**src/sv/bee_pkg.sv**
```systemverilog
// ----------------------------------------------------------------------------
// bee_pkg
// Shared constants and types for the byte entropy estimator.
// ----------------------------------------------------------------------------
package bee_pkg;
	localparam int NUM_BINS = 256;
	localparam int MANT_BITS = 30;

	typedef struct packed {
		logic [7:0] byte_value;
		logic last_byte;
	} bee_req_t;
endpackage

```
**src/sv/bee_front.sv**
```systemverilog
// ----------------------------------------------------------------------------
// bee_front
// Input front end: a two-entry queue that decouples input requests from the
// histogram engine.
// ----------------------------------------------------------------------------
module bee_front (
	input  logic clk,
	input  logic arst_n,
	input  logic in_valid,
	output logic in_ready,
	input  bee_pkg::bee_req_t in_req,
	output logic out_valid,
	input  logic out_ready,
	output bee_pkg::bee_req_t out_req
);
	import bee_pkg::*;

	bee_req_t mem_q [2];
	logic wr_q, rd_q;
	logic [1:0] cnt_q;
	logic push, pop;

	assign in_ready = (cnt_q != 2'd2);
	assign out_valid = (cnt_q != 2'd0);
	assign out_req = mem_q[rd_q];
	assign push = in_valid && in_ready;
	assign pop = out_valid && out_ready;

	always_ff @(posedge clk) begin
		if (push) begin
			mem_q[wr_q] <= in_req;
		end
	end

	always_ff @(posedge clk or negedge arst_n) begin
		if (!arst_n) begin
			wr_q <= 1'b0;
			rd_q <= 1'b0;
			cnt_q <= 2'd0;
		end else begin
			if (push) wr_q <= ~wr_q;
			if (pop) rd_q <= ~rd_q;
			if (push && !pop) cnt_q <= cnt_q + 2'd1;
			else if (pop && !push) cnt_q <= cnt_q - 2'd1;
		end
	end

`ifndef SYNTHESIS
	a_cnt_range: assert property (@(posedge clk) disable iff (!arst_n) cnt_q != 2'd3)
		else $error("queue count out of range");
	a_full_hold: assert property (@(posedge clk) disable iff (!arst_n)
		(cnt_q == 2'd2 && !pop) |=> cnt_q == 2'd2)
		else $error("full queue lost an entry");
	a_empty_no_pop: assert property (@(posedge clk) disable iff (!arst_n)
		(cnt_q == 2'd0) |-> !pop)
		else $error("pop from empty queue");
`endif
endmodule

```
**config.mk**
```make
export PLATFORM = sky130hd
export DESIGN_NAME = bee_front
export DESIGN_NICKNAME = d
export VERILOG_FILES = /design/src/sv/bee_pkg.sv /design/src/sv/bee_front.sv
export SDC_FILE = /design/constraint.sdc
export NUM_CORES = 1
export LEC_CHECK = 0
export ABC_AREA = 1
export BUFFER_PORTS_ARGS = -buffer_cell sky130_fd_sc_hd__buf_4
export CORE_ASPECT_RATIO = 1.25
export CORE_MARGIN = 1.5
export CORE_UTILIZATION = 53
export CTS_CLUSTER_DIAMETER = 60
export DETAILED_ROUTE_END_ITERATION = 8
export PLACE_DENSITY = 0.9
export SLEW_MARGIN = 15
export SYNTH_ARGS = -nofsm -noshare
export SYNTH_HDL_FRONTEND = slang
export SYNTH_SLANG_ARGS = --single-unit
```
**constraint.sdc**
```tcl
create_clock -name clk -period 3.2 [get_ports clk]
set_input_delay 0.16 -clock clk [delete_from_list [all_inputs] [get_ports clk]]
set_output_delay 0.16 -clock clk [all_outputs]
set_load 0.02 [all_outputs]
```
==> impl_metrics.csv <==
group,metric,value,unit
outcome,status,"finished clean",
clock_network,cts_buffer_depth,2,
global_route,antenna_found_initial,0,
die,fp-row-count,16,
die,dieArea,1950,sq um
sta,period_share,50.0,%
die,die_w,39.8,microns
setup_path,slowest_delay,0.58,ns
pwr,leakagePower,0.559,nW
yosys,synth_top_family_by_area,"simple AND/OR/NAND/NOR gates",
die,die_h,49.0,microns
clock_network,cts_setup_buffers,0,
global_route,grt_max_degree,14,
sta,setup_viol,0,
setup_path,crit_fanout,9,
setup_path,slowest_stage,"nor2_1",
setup_path,r2r_end,"mem_q[0][5]",
yosys,synth_area_leaders,"edfxtp_1 60%, nand2_1 14%, dfrtp_1 11%",
setup_path,reg2reg_setup_slack,1.60,ns
detailed_routing,vias_per_cell,5.13,
die,top_level_ports,24,
placement,dpl.hpwl,1090,microns
setup_path,arrival,1.56,ns
setup_path,cpMostUsedCell,"nand2_4",
yosys,synth_area_leader_cell,"edfxtp_1",
yosys,syn_nets,89,
sta,max_slew.worst_pin.slew,0.760,ns
layout,nets,124,
yosys,yosysMostFrequentCell,"nand2_1",
yosys,synth_simple_gate_area_share,20.3,%
sta,tns,0,ns
sta,rsz0062_at_grt,"false",
sta,timing.hold.ws,0.0291,ns
placement,dpl.cell_count,115,
clock_network,clk_latency,0.31,ns
yosys,syn-cell-area,898,sq um
yosys,synth_compound_area_share,0,%
yosys,synthAdderAreaFrac,1.39,%
layout,syn_to_final_growth,35.2,%
sta,finClkSkew,0.00476,ns
detailed_routing,wl_per_cell,14.6,microns
yosys,ys_top_cells_by_count,"33 x nand2_1, 18 x edfxtp_1, 4 x dfrtp_1, 4 x inv_1, 3 x inv_2",
sta,slew_violations,0,
yosys,synth_top_area_share,60.2,%
global_route,grt_pass1_vias,566,
clock_network,cts-buffers-inserted,3,
yosys,netlist_instances,75,
yosys,yosysUniqueCellTypes,14,
clock_network,clock-sinks,22,
detailed_routing,drt-initial-drc-count,15,
sta,maxSlewHeadroom,49.1,%
yosys,synth_xor_area_share,2.79,%
clock_network,clk_pin_slew,0.11,ns
setup_path,cp_data_required_time,3.16,ns
setup_path,cp_cell_sequence,"inv_2 > nand2_4 > nand2_4 > nor2_1",
detailed_routing,first_pass_iters,4,
placement,io_buffer_count,23,
yosys,synth-async-reset-ratio,18.2,%
die,design.core.area,1580,sq um
layout,n_antenna_cell,0,
placement,place.gp.congestion,0.679,
setup_path,crit_start,"cnt_q[0]",
layout,fin_cells,127,
sta,max_freq,0.625,GHz
pwr,pwr_density_cell,939,nW/um^2
detailed_routing,wirelength,1860,microns
clock_network,cts-root-buf,"clkbuf_4",
global_route,grt_overflow,0,
setup_path,critPathKind,"register to register",
yosys,synth-warning-count,0,
clock_network,cts_tree,"yes",
setup_path,crit_end,"mem_q[0][5]",
sta,finalHoldViolCount,0,
clock_network,cts_max_level,1,
worst_hold_path,hold_class,"primary input to register",
layout,drive_gt1_share,32.1,%
detailed_routing,drc_errors,0,
global_route,grt_pass1_wl,2380,microns
yosys,synth_edf_count,18,
yosys,syn_avg_cell_area,12.0,sq um
sta,fin_crit,1.60,ns
global_route,grtUsageTotal,19.3,%
detailed_routing,vias,651,
setup_path,startpoint_type,"register",
yosys,ys_seq_area_share,71.3,%
detailed_routing,antenna_left,0,
yosys,synthMuxAreaShare,0,%
run,cap_violations,0,
pwr,vdd_drop_max,0.655,mV
setup_path,r2r-start,"cnt_q[0]",
yosys,synth_ff_type,"edfxtp_1",
yosys,yosys_register_bits,22,
setup_path,end_kind,"register",
die,start_util,56.8,%
setup_path,r2r_cells,4,
through the flow:
step / total power (W) / area (sq um) / setup slack (ns) / util, %
2_1_floorplan: 0.000752 / 898 / 1.80 / -
3_3_place_gp: 0.000893 / 1080 / 1.71 / 68.4
3_5_place_dp: 0.000915 / 1080 / 1.64 / 68.4
4_1_cts: 0.00112 / 1140 / 1.62 / 72.4
5_1_grt: 0.00121 / 1210 / 1.50 / 76.8
6_report: 0.00114 / 1210 / 1.60 / 76.8
logic make-up (layout without fill, tap and decap cells):
kind of cell | count (synthesis) | count (layout)
XOR/XNOR | 2 | 2
adder cells (fa/ha/maj) | 1 | 1
buffers and inverters | 8 | 42
flip-flops | 22 | 22
AND/OR/NAND/NOR | 42 | 42
registers in the layout, summed over array words and instances (netlist names):
name	flops
wr_q	1
rd_q	1
mem_q	18
cnt_q	2
cells in the final DEF, fill, tap and decap left out, drive strengths merged:
cell type    count
nand4            1
buf             23
xor2             1
clkbuf           3
dfrtp            4
bufinv           1
dlygate4sd3      8
xnor2            1
nand3            2
nand2           37
edfxtp          18
nor2             2
inv              7
ha               1
layout make-up:
cell class	count	area, sq um
Multi-Input combinational cell	45	220
Timing Repair Buffer	31	253
Tap cell	18	22.5
Inverter	7	26.3
Fill cell	96	367
Sequential cell	22	641
Clock inverter	1	30.0
Clock buffer	3	22.5
report_power, final:
part           internal [W]  total, W  switching, W
logic              0.000182  0.000479      0.000296
clock network      0.000127  0.000210     0.0000830
registers          0.000399  0.000452     0.0000535
metal layers:
layer  vias to the layer above  routed length [microns]  GRT usage [%]
met4                         0                       70           12.1
met5                         -                        0              0
met3                         9                       96           4.11
met2                        24                     1070           31.7
li1                        308                        -              -
met1                       310                      626           21.3
critical path, delay by kind of cell, from the launching register on:
kind / cells / cell delay, ns
buffers and inverters: 1 / 0.08
flip-flops: 1 / 0.44
AND/OR/NAND/NOR: 3 / 0.71
repair_timing:
action | in CTS | in global routing
endpoints found under the hold margin | 4 | 13
resized for setup | 0 | 0
hold buffers | 1 | 7
how the worst min path moves through the flow:
stage | startpoint | end | slack (ns) | cells past startpoint
after floorplan | arst_n | cnt_q[0] | -0.14 | 0
after global placement | arst_n | cnt_q[0] | -0.04 | 1
after detailed placement | arst_n | cnt_q[0] | -0.04 | 1
after CTS | in_req[7] | mem_q[1][7] | 0.02 | 1
after global routing | in_req[8] | mem_q[1][8] | 0.01 | 1
final | in_req[8] | mem_q[0][8] | 0.03 | 1
No activity file was read; power rests on OpenSTA's default activity.
